`config.mk`:
```
export PLATFORM = sky130hd
export DESIGN_NAME = easing_curve_evaluator_unit
export DESIGN_NICKNAME = d
export VERILOG_FILES = /design/src/ecev_pkg.sv /design/src/easing_curve_evaluator_unit.sv /design/src/ecev_mul_rnd.sv
export SDC_FILE = /design/constraint.sdc
export NUM_CORES = 2
export LEC_CHECK = 0
export BUFFER_PORTS_ARGS = -buffer_cell sky130_fd_sc_hd__buf_4
export CAP_MARGIN = 30
export CORE_MARGIN = 2
export CORE_UTILIZATION = 30
export DETAILED_ROUTE_END_ITERATION = 8
export HOLD_SLACK_MARGIN = 0.06
export PLACE_DENSITY_LB_ADDON = 0.25
export SYNTH_ARGS = -nofsm -noshare
export SYNTH_HDL_FRONTEND = slang
export SYNTH_SLANG_ARGS = --single-unit
```
`constraint.sdc`:
```
create_clock -name clk -period 12.2 [get_ports clk]
set_input_delay 0 -clock clk [delete_from_list [all_inputs] [get_ports clk]]
set_output_delay 0 -clock clk [all_outputs]
set_load 0.005 [all_outputs]
```
`src/ecev_pkg.sv`:
```
// shared widths and curve selector codes for the easing curve evaluator
// no dependencies; imported by the top level
`default_nettype none

package ecev_pkg;

	// field widths at the stream ports
	localparam int T_W       = 20;
	localparam int FUNC_W    = 3;
	localparam int OUT_W     = 17;
	localparam int S_TDATA_W = 24;
	localparam int M_TDATA_W = 24;

	localparam logic [OUT_W-1:0] OUT_MAX = '1;

	// curve selector codes
	localparam logic [FUNC_W-1:0] FN_LINEAR     = 3'd0;
	localparam logic [FUNC_W-1:0] FN_SMOOTH     = 3'd1;
	localparam logic [FUNC_W-1:0] FN_SMOOTHER   = 3'd2;
	localparam logic [FUNC_W-1:0] FN_INQUAD     = 3'd3;
	localparam logic [FUNC_W-1:0] FN_OUTQUAD    = 3'd4;
	localparam logic [FUNC_W-1:0] FN_INOUTQUAD  = 3'd5;
	localparam logic [FUNC_W-1:0] FN_INOUTCUBIC = 3'd6;
	localparam logic [FUNC_W-1:0] FN_OUTBACK    = 3'd7;

endpackage

`default_nettype wire

```
`src/easing_curve_evaluator_unit.sv`:
```
// easing curve evaluator: clamps t to [0,1] and evaluates one of eight curves
// throughput: one beat per cycle while the output is not stalled
// five register stages, three of them end in a multiply
// stalls hold each stage, bubbles between stages are filled in place
// reset clears the stage valid bits only, payload registers are not reset
`default_nettype none

module easing_curve_evaluator_unit
	import ecev_pkg::*;
#(
	parameter int FRAC_BITS = 16
) (
	input  wire logic                 clk,
	input  wire logic                 arst_n,
	// input stream
	input  wire logic                 s_axis_tvalid,
	output logic                      s_axis_tready,
	input  wire logic [S_TDATA_W-1:0] s_axis_tdata,  // [19:0] t_in, [23:20] zero
	input  wire logic [FUNC_W-1:0]    s_axis_tuser,  // [2:0] func
	// output stream
	output logic                      m_axis_tvalid,
	input  wire logic                 m_axis_tready,
	output logic      [M_TDATA_W-1:0] m_axis_tdata   // [16:0] eased_value, [23:17] zero
);

	localparam int W    = FRAC_BITS + 1;
	localparam int OPW  = FRAC_BITS + 4;
	localparam int CMPW = (W > T_W) ? W : T_W;
	localparam int RW   = (OPW > OUT_W) ? OPW : OUT_W;

	localparam logic [W-1:0]    ONE_W    = {{(W-1){1'b0}}, 1'b1} << FRAC_BITS;
	localparam logic [W-1:0]    HALF_W   = ONE_W >> 1;
	localparam logic [CMPW-1:0] ONE_CMP  = {{(CMPW-1){1'b0}}, 1'b1} << FRAC_BITS;
	localparam logic [OPW-1:0]  ONE_OP   = {{(OPW-1){1'b0}}, 1'b1} << FRAC_BITS;
	localparam logic [OPW-1:0]  THREE_OP = ONE_OP + (ONE_OP << 1);
	localparam logic [OPW-1:0]  TEN_OP   = (ONE_OP << 3) + (ONE_OP << 1);
	localparam logic [63:0]     C1_FULL  =
		((64'd170158 << FRAC_BITS) + 64'd50000) / 64'd100000;
	localparam logic [OPW-1:0]  C1_OP    = C1_FULL[OPW-1:0];
	localparam logic [OPW-1:0]  C3_OP    = C1_OP + ONE_OP;

	// stage valid bits and per-stage advance
	logic vld_s1, vld_s2, vld_s3, vld_s4, vld_s5;
	logic rdy1, rdy2, rdy3, rdy4, rdy5;

	assign rdy5 = !vld_s5 || m_axis_tready;
	assign rdy4 = !vld_s4 || rdy5;
	assign rdy3 = !vld_s3 || rdy4;
	assign rdy2 = !vld_s2 || rdy3;
	assign rdy1 = !vld_s1 || rdy2;

	assign s_axis_tready = rdy1;
	assign m_axis_tvalid = vld_s5;

	always_ff @(posedge clk or negedge arst_n) begin
		if (!arst_n) begin
			vld_s1 <= 1'b0;
			vld_s2 <= 1'b0;
			vld_s3 <= 1'b0;
			vld_s4 <= 1'b0;
			vld_s5 <= 1'b0;
		end else begin
			if (rdy1) vld_s1 <= s_axis_tvalid;
			if (rdy2) vld_s2 <= vld_s1;
			if (rdy3) vld_s3 <= vld_s2;
			if (rdy4) vld_s4 <= vld_s3;
			if (rdy5) vld_s5 <= vld_s4;
		end
	end

	// stage 1: clamp t, form u = 1 - t and the in-out half operand
	logic            t_neg;
	logic [CMPW-1:0] t_raw;
	logic [W-1:0]    t_clamp;
	logic [W-1:0]    u_clamp;
	logic            lo_clamp;

	logic [W-1:0]        t_s1, u_s1, x_s1;
	logic                lo_s1;
	logic [FUNC_W-1:0]   sel_s1;

	assign t_neg    = s_axis_tdata[T_W-1];
	assign t_raw    = CMPW'(s_axis_tdata[T_W-2:0]);
	assign t_clamp  = t_neg ? '0 : ((t_raw > ONE_CMP) ? ONE_W : t_raw[W-1:0]);
	assign u_clamp  = ONE_W - t_clamp;
	assign lo_clamp = t_clamp < HALF_W;

	always_ff @(posedge clk) begin
		if (rdy1) begin
			t_s1   <= t_clamp;
			u_s1   <= u_clamp;
			x_s1   <= lo_clamp ? t_clamp : u_clamp;
			lo_s1  <= lo_clamp;
			sel_s1 <= s_axis_tuser;
		end
	end

	// stage 2: t^2, u^2 and the in-out-quad product 2x*x
	logic [OPW-1:0]    t2_s2, u2_s2, q_s2;
	logic [W-1:0]      t_s2, u_s2, x_s2;
	logic              lo_s2;
	logic [FUNC_W-1:0] sel_s2;

	ecev_mul_rnd #(.FRAC_BITS(FRAC_BITS), .OP_W(OPW)) u_mul_t2 (
		.clk(clk), .en(rdy2), .a(OPW'(t_s1)), .b(OPW'(t_s1)), .p(t2_s2)
	);
	ecev_mul_rnd #(.FRAC_BITS(FRAC_BITS), .OP_W(OPW)) u_mul_u2 (
		.clk(clk), .en(rdy2), .a(OPW'(u_s1)), .b(OPW'(u_s1)), .p(u2_s2)
	);
	ecev_mul_rnd #(.FRAC_BITS(FRAC_BITS), .OP_W(OPW)) u_mul_q (
		.clk(clk), .en(rdy2), .a(OPW'({x_s1, 1'b0})), .b(OPW'(x_s1)), .p(q_s2)
	);

	always_ff @(posedge clk) begin
		if (rdy2) begin
			t_s2   <= t_s1;
			u_s2   <= u_s1;
			x_s2   <= x_s1;
			lo_s2  <= lo_s1;
			sel_s2 <= sel_s1;
		end
	end

	// stage 3: curve-selected product, c1*u^2, smootherstep polynomial,
	// and the curves that are already finished
	logic [OPW-1:0] ma_a, ma_b;
	logic [OPW-1:0] poly_c;
	logic [OPW-1:0] early_c3;

	logic [OPW-1:0]    ma_s3, mb_s3, poly_s3, early_s3;
	logic              lo_s3;
	logic [FUNC_W-1:0] sel_s3;

	always_comb begin
		unique case (sel_s2)
			FN_SMOOTH: begin
				ma_a = t2_s2;
				ma_b = THREE_OP - OPW'({t_s2, 1'b0});
			end
			FN_INOUTCUBIC: begin
				ma_a = lo_s2 ? t2_s2 : u2_s2;
				ma_b = OPW'({x_s2, 2'b00});
			end
			FN_OUTBACK: begin
				ma_a = u2_s2;
				ma_b = OPW'(u_s2);
			end
			default: begin
				ma_a = t2_s2;
				ma_b = OPW'(t_s2);
			end
		endcase
	end

	// 6*t2 + 10 - 15*t, wraps cancel since the result stays in range
	assign poly_c = (t2_s2 << 2) + (t2_s2 << 1) + TEN_OP
	              - ((OPW'(t_s2) << 4) - OPW'(t_s2));

	always_comb begin
		unique case (sel_s2)
			FN_INQUAD:    early_c3 = t2_s2;
			FN_OUTQUAD:   early_c3 = ONE_OP - u2_s2;
			FN_INOUTQUAD: early_c3 = lo_s2 ? q_s2 : (ONE_OP - q_s2);
			default:      early_c3 = OPW'(t_s2);
		endcase
	end

	ecev_mul_rnd #(.FRAC_BITS(FRAC_BITS), .OP_W(OPW)) u_mul_a (
		.clk(clk), .en(rdy3), .a(ma_a), .b(ma_b), .p(ma_s3)
	);
	ecev_mul_rnd #(.FRAC_BITS(FRAC_BITS), .OP_W(OPW)) u_mul_b (
		.clk(clk), .en(rdy3), .a(C1_OP), .b(u2_s2), .p(mb_s3)
	);

	always_ff @(posedge clk) begin
		if (rdy3) begin
			poly_s3  <= poly_c;
			early_s3 <= early_c3;
			lo_s3    <= lo_s2;
			sel_s3   <= sel_s2;
		end
	end

	// stage 4: t^3 * poly or c3 * u^3, out-back positive part
	logic [OPW-1:0] mc_a, mc_b;
	logic [OPW-1:0] early_c4;

	logic [OPW-1:0]    mc_s4, pos_s4, early_s4;
	logic [FUNC_W-1:0] sel_s4;

	always_comb begin
		unique case (sel_s3)
			FN_OUTBACK: begin
				mc_a = C3_OP;
				mc_b = ma_s3;
			end
			default: begin
				mc_a = ma_s3;
				mc_b = poly_s3;
			end
		endcase
	end

	always_comb begin
		unique case (sel_s3)
			FN_SMOOTH:     early_c4 = ma_s3;
			FN_INOUTCUBIC: early_c4 = lo_s3 ? ma_s3 : (ONE_OP - ma_s3);
			default:       early_c4 = early_s3;
		endcase
	end

	ecev_mul_rnd #(.FRAC_BITS(FRAC_BITS), .OP_W(OPW)) u_mul_c (
		.clk(clk), .en(rdy4), .a(mc_a), .b(mc_b), .p(mc_s4)
	);

	always_ff @(posedge clk) begin
		if (rdy4) begin
			pos_s4   <= ONE_OP + mb_s3;
			early_s4 <= early_c4;
			sel_s4   <= sel_s3;
		end
	end

	// stage 5: final pick, out-back floor at zero, saturate to the port width
	logic [OPW-1:0]   fin_c;
	logic [RW-1:0]    fin_ext;
	logic [OUT_W-1:0] res_s5;

	always_comb begin
		unique case (sel_s4)
			FN_SMOOTHER: fin_c = mc_s4;
			FN_OUTBACK:  fin_c = (mc_s4 > pos_s4) ? '0 : (pos_s4 - mc_s4);
			default:     fin_c = early_s4;
		endcase
	end

	assign fin_ext = RW'(fin_c);

	always_ff @(posedge clk) begin
		if (rdy5) begin
			res_s5 <= (fin_ext > RW'(OUT_MAX)) ? OUT_MAX : fin_ext[OUT_W-1:0];
		end
	end

	assign m_axis_tdata = M_TDATA_W'(res_s5);

	// a negative progress value enters stage 1 as zero
	a_clamp_neg: assert property (@(posedge clk) disable iff (!arst_n)
		(s_axis_tvalid && s_axis_tready && s_axis_tdata[T_W-1]) |=> (t_s1 == '0))
		else $error("negative t not clamped to zero");

	// the in-out operand never exceeds one half
	a_half_op: assert property (@(posedge clk) disable iff (!arst_n)
		vld_s1 |-> (x_s1 <= HALF_W && (lo_s1 == (t_s1 < HALF_W))))
		else $error("in-out operand above one half");

	// a taken output with stage 4 empty leaves the output empty
	a_drain: assert property (@(posedge clk) disable iff (!arst_n)
		(m_axis_tvalid && m_axis_tready && !vld_s4) |=> !m_axis_tvalid)
		else $error("output beat repeated");

	// a stalled output keeps stage 4 occupied
	a_hold4: assert property (@(posedge clk) disable iff (!arst_n)
		(vld_s4 && m_axis_tvalid && !m_axis_tready) |=> vld_s4)
		else $error("stage 4 item lost under stall");

endmodule

`default_nettype wire

```
`src/ecev_mul_rnd.sv`:
```
// registered fixed-point multiplier with round-to-nearest (ties up)
// standalone; instantiated by easing_curve_evaluator_unit
`default_nettype none

module ecev_mul_rnd #(
	parameter int FRAC_BITS = 16,
	parameter int OP_W      = 20
) (
	input  wire logic            clk,
	input  wire logic            en,
	input  wire logic [OP_W-1:0] a,
	input  wire logic [OP_W-1:0] b,
	output logic      [OP_W-1:0] p
);

	localparam int PW = 2 * OP_W;
	localparam logic [PW-1:0] RND = {{(PW-1){1'b0}}, 1'b1} << (FRAC_BITS - 1);

	logic [PW-1:0] prod;

	// full product plus half an lsb
	assign prod = (PW'(a) * PW'(b)) + RND;

	// drop the fraction bits into the stage register
	always_ff @(posedge clk) begin
		if (en) begin
			p <= prod[FRAC_BITS +: OP_W];
		end
	end

endmodule

`default_nettype wire
```
==> impl_results.html <==
<table>
<tr><th>Metric</th><th>Value</th></tr>
<tr><th colspan="2">Outcome</th></tr>
<tr><td>Result of the run</td><td>complete, but fails checks</td></tr>
<tr><td>Violations in the final reports</td><td>DRC</td></tr>
<tr><th colspan="2">Global route</th></tr>
<tr><td>Pin count of the biggest net entering global routing</td><td>between 70 and 80</td></tr>
<tr><td>Number of antenna violations at the first check in global routing</td><td>20</td></tr>
<tr><td>Global-route wire length before repair</td><td>roughly 320000 um</td></tr>
<tr><td>Total routing resource utilization after global routing</td><td>roughly 17%</td></tr>
<tr><td>Leftover overflow at the end of global routing</td><td>0</td></tr>
<tr><td>Via count of the first global-routing pass</td><td>between 50k and 60k</td></tr>
<tr><th colspan="2">STA</th></tr>
<tr><td>Fin. Hold Viols</td><td>0</td></tr>
<tr><td>Min Tclk post-route</td><td>between 9000 and 10000 ps</td></tr>
<tr><td>Final max-slew violation count</td><td>0</td></tr>
<tr><td>Remaining max-slew budget at the tightest pin</td><td>just over 30%</td></tr>
<tr><td>Clock Skews</td><td>34.5 ps</td></tr>
<tr><td>Final setup viols</td><td>0</td></tr>
<tr><td>Unrepaired setup endpoints after global routing</td><td>no</td></tr>
<tr><td>Actual transition at the worst max-transition pin</td><td>between 1000 and 1500 ps</td></tr>
<tr><td>Max Clock Freq</td><td>between 100 and 150 MHz</td></tr>
<tr><td>Fin Setup TNS</td><td>0 ps</td></tr>
<tr><td>Period Utilization, post-route</td><td>about 76%</td></tr>
<tr><th colspan="2">Cells and area</th></tr>
<tr><td>Number of standard cells in the final layout excluding fillers</td><td>10.8k</td></tr>
<tr><td>Commonest non-fill, non-tap cells in the layout</td><td>sky130_fd_sc_hd__inv_1 (1882), sky130_fd_sc_hd__fa_1 (1357), sky130_fd_sc_hd__ha_1 (793)</td></tr>
<tr><td>Commonest non-fill, non-tap cell in the layout</td><td>sky130_fd_sc_hd__inv_1</td></tr>
<tr><td>Area growth syn-to-layout</td><td>8.43%</td></tr>
<tr><td>Cell area after layout</td><td>77700 um2</td></tr>
<tr><td>Fraction of layout instances using a drive strength above 1</td><td>under 10%</td></tr>
<tr><td>Final standard cell utilization of the core</td><td>between 30 and 40%</td></tr>
<tr><td>Fin nets</td><td>slightly below 10k</td></tr>
<tr><th colspan="2">Worst setup path</th></tr>
<tr><td>Launch point of the critical path</td><td>sel_s2[1]</td></tr>
<tr><td>Peak per-stage delay on the critical path</td><td>800 ps</td></tr>
<tr><td>Worst reg-to-reg path cell count</td><td>30</td></tr>
<tr><td>Last element of the critical path</td><td>u_mul_a.p[19]</td></tr>
<tr><td>Number of stages on the worst setup path</td><td>30</td></tr>
<tr><td>Combined buffer and inverter count along the critical path</td><td>7</td></tr>
<tr><td>R2R setup slack</td><td>just under 3000 ps</td></tr>
<tr><td>Capturing element type of the critical path</td><td>flip-flop</td></tr>
<tr><td>Required @ worst endpoint</td><td>roughly 13000 ps</td></tr>
<tr><td>Crit path launch type</td><td>flip-flop</td></tr>
<tr><td>Arrival time reported for the critical path endpoint</td><td>just under 10000 ps</td></tr>
<tr><td>Terminus of the critical flop-to-flop path</td><td>u_mul_a.p[19]</td></tr>
<tr><td>Cell family with the largest share of critical-path delay</td><td>adder cells</td></tr>
<tr><td>Highest-delay cell along the critical path</td><td>sky130_fd_sc_hd__a221o_1</td></tr>
<tr><td>Biggest fanout along the worst timing path</td><td>19</td></tr>
<tr><td>Type of the worst setup path</td><td>reg2reg</td></tr>
<tr><td>RR Startpoint</td><td>sel_s2[1]</td></tr>
<tr><th colspan="2">Place</th></tr>
<tr><td>Detailed Place HPWL</td><td>about 170000 um</td></tr>
<tr><td>Placed standard-cell area</td><td>76000 um2</td></tr>
<tr><td>Dpl cells</td><td>roughly 11k</td></tr>
<tr><td>I/O Buffers</td><td>45</td></tr>
<tr><td>Routability congestion estimate from global placement</td><td>0.909</td></tr>
<tr><th colspan="2">Floorplan</th></tr>
<tr><td>Standard-cell row count</td><td>~180</td></tr>
<tr><td>Starting utilization of the core area</td><td>between 30 and 40%</td></tr>
<tr><td>Core region area</td><td>roughly 240000 um2</td></tr>
<tr><td>Area of the die</td><td>between 200000 and 250000 um2</td></tr>
<tr><td>Overall die width</td><td>between 400 and 500 um</td></tr>
<tr><td>Total I/O pin count</td><td>between 50 and 60</td></tr>
<tr><td>Die outline height</td><td>~500 um</td></tr>
<tr><th colspan="2">Synth</th></tr>
<tr><td>Warnings, synthesis</td><td>0</td></tr>
<tr><td>Top FF cell, synth</td><td>sky130_fd_sc_hd__edfxtp_1</td></tr>
<tr><td>Top cells by area, synth</td><td>sky130_fd_sc_hd__fa_1 (38%), sky130_fd_sc_hd__ha_1 (14%), sky130_fd_sc_hd__edfxtp_1 (14%)</td></tr>
<tr><td>Synth area leader</td><td>sky130_fd_sc_hd__fa_1</td></tr>
<tr><td>Cell variety after synth</td><td>approximately 110</td></tr>
<tr><td>Mapped cell area</td><td>approximately 72000 um2</td></tr>
<tr><td>Number of enable-type register cells in the synthesized netlist</td><td>328</td></tr>
<tr><td>Average size of a mapped cell</td><td>roughly 9.5 um2</td></tr>
<tr><td>Mapped Cells</td><td>~7.5k</td></tr>
<tr><td>Post-synth ARST share</td><td>about 1.5%</td></tr>
<tr><td>Share of synthesized area occupied by flip-flops and latches</td><td>13.9%</td></tr>
<tr><td>Fraction of post-synthesis cell area in the top cell type by area</td><td>37.9%</td></tr>
<tr><td>Flip-flop and latch count after synthesis</td><td>333</td></tr>
<tr><th colspan="2">Clocking</th></tr>
<tr><td>Number of buffers on the longest clock path</td><td>3</td></tr>
<tr><td>Skew-Pair Late Insertion Delay</td><td>620 ps</td></tr>
<tr><td>Root buf cell</td><td>sky130_fd_sc_hd__clkbuf_16</td></tr>
<tr><td>Clock slew at the register clock pins of the worst setup and hold paths</td><td>around 60 ps</td></tr>
<tr><td>Clock tree from TritonCTS</td><td>built</td></tr>
<tr><td>H-Tree Level Count</td><td>2</td></tr>
<tr><td>Number of gates given a new drive strength after cts</td><td>0</td></tr>
<tr><td>Cts bufs inserted</td><td>40</td></tr>
<tr><td># hold bufs at CTS</td><td>36</td></tr>
<tr><td>Buffers inserted by post-CTS timing repair</td><td>0</td></tr>
<tr><td>Num Clock Sinks</td><td>between 300 and 400</td></tr>
<tr><th colspan="2">Route</th></tr>
<tr><td>Detailed-routing iteration count for the pre-antenna-repair pass</td><td>9</td></tr>
<tr><td>Routed len/inst</td><td>18.9 um</td></tr>
<tr><td>Drt first-iter violations</td><td>about 3.1k</td></tr>
<tr><td>Antenna viol nets, final</td><td>0</td></tr>
<tr><td>Via count of the routed design</td><td>between 50k and 60k</td></tr>
<tr><td>Avg Vias per Cell</td><td>around 4.7</td></tr>
<tr><td>DRC</td><td>4</td></tr>
<tr><td>Routed WL</td><td>204000 um</td></tr>
<tr><th colspan="2">Worst hold path</th></tr>
<tr><td>Worst hold-check path type</td><td>in2reg</td></tr>
<tr><th colspan="2">Flow run</th></tr>
<tr><td>Maximum Capacitance Violations</td><td>0</td></tr>
</table>
-- registers in the layout, summed over array words and instances (netlist names), 16 cells and up --
signal and flops:
pos_s4 20, x_s2 16, u_s1 16, u_mul_t2.p 19
res_s5 17, t_s1 17, x_s1 16, t_s2 17
u_mul_a.p 20, u_mul_u2.p 19, u_mul_q.p 20, u_s2 16
early_s4 20, u_mul_c.p 20, early_s3 20, poly_s3 20
u_mul_b.p 20
-- worst reg2reg max path, delay by kind of cell (launching register included) --
kind            cells  cell delay [ps]
fa+ha+maj           8             3840
compound gates     10             2970
simple gates        4             1120
flops               1              670
buf+inv             7              350
xor+xnor            1              120
-- synth_stat cells (all sizes together) (7+ instances only) --
cell type / n
o21ai: 163
or3: 26
inv: 1885
a221oi: 10
nor2b: 37
edfxtp: 328
ha: 793
a22oi: 10
a21oi: 141
nor2: 483
nor3b: 17
a222oi: 12
clkbuf: 214
and2: 211
a21boi: 9
nand3: 69
nand4: 22
nor4: 18
or2: 13
and3: 110
and4: 9
o31ai: 7
o21a: 39
o211ai: 12
nand2: 780
mux2i: 49
a221o: 27
a21o: 68
nor3: 70
a211oi: 26
a31oi: 25
xnor2: 196
o22ai: 9
nand2b: 29
buf: 36
xor2: 109
mux2: 13
fa: 1357
-- metrics by stage --
step	hold slack (ps)	setup WS, ps
CTS	83.3	2770
global placement	-196	2770
global route	125	2480
detailed placement	-193	2740
floorplan	-296	3480
finish	126	2890
-- cell families after synthesis --
| logic type | count (synthesis) | share of synthesized area (%) |
|---|---|---|
| other | 1 | 0.00523 |
| adders and majority gates | 2150 | 51.7 |
| buffers and inverters | 2135 | 11.3 |
| AOI/OAI and AO/OA | 641 | 6.09 |
| and+or+nand+nor | 1919 | 12.3 |
| xor gates and xnor gates | 305 | 3.73 |
| muxes | 62 | 0.906 |
| DFF | 333 | 13.9 |
-- cell type report --
| cell class | count | area (um2) |
|---|---|---|
| antenna | 1 | 2.50 |
| clock buffer | 47 | 1050 |
| clock inverter | 26 | 219 |
| fill | 24800 | 160000 |
| inverter | 1885 | 7080 |
| multi-input combinational | 5084 | 53700 |
| sequential | 333 | 9970 |
| tap | 3167 | 3960 |
| timing repair buffer | 209 | 1760 |
-- how the worst min path moves through the flow --
| stage | startpoint | end | slack, ps | depth (start not counted) |
|---|---|---|---|---|
| final | s_axis_tvalid | vld_s1 | 130 | 3 |
| after global routing | s_axis_tuser[1] | sel_s1[1] | 120 | 2 |
| after CTS | s_axis_tuser[1] | sel_s1[1] | 80 | 2 |
| after detailed placement | arst_n | vld_s1 | -190 | 1 |
| after global placement | arst_n | vld_s1 | -200 | 1 |
| after floorplan | arst_n | m_axis_tvalid | -300 | 0 |
-- metal layers --
layer  vias up  GRT usage (%)  part of all wire, %
met1     25600           23.6                   46
met5         -              0                0.017
met3       232           2.06                  5.5
li1      23200              -                    -
met2      1330           27.8                   46
met4         4           3.86                  2.5
Power is left out: the tool's default activity adds up to more than one toggle a clock period on the data nets, which glitch-free logic cannot reach.
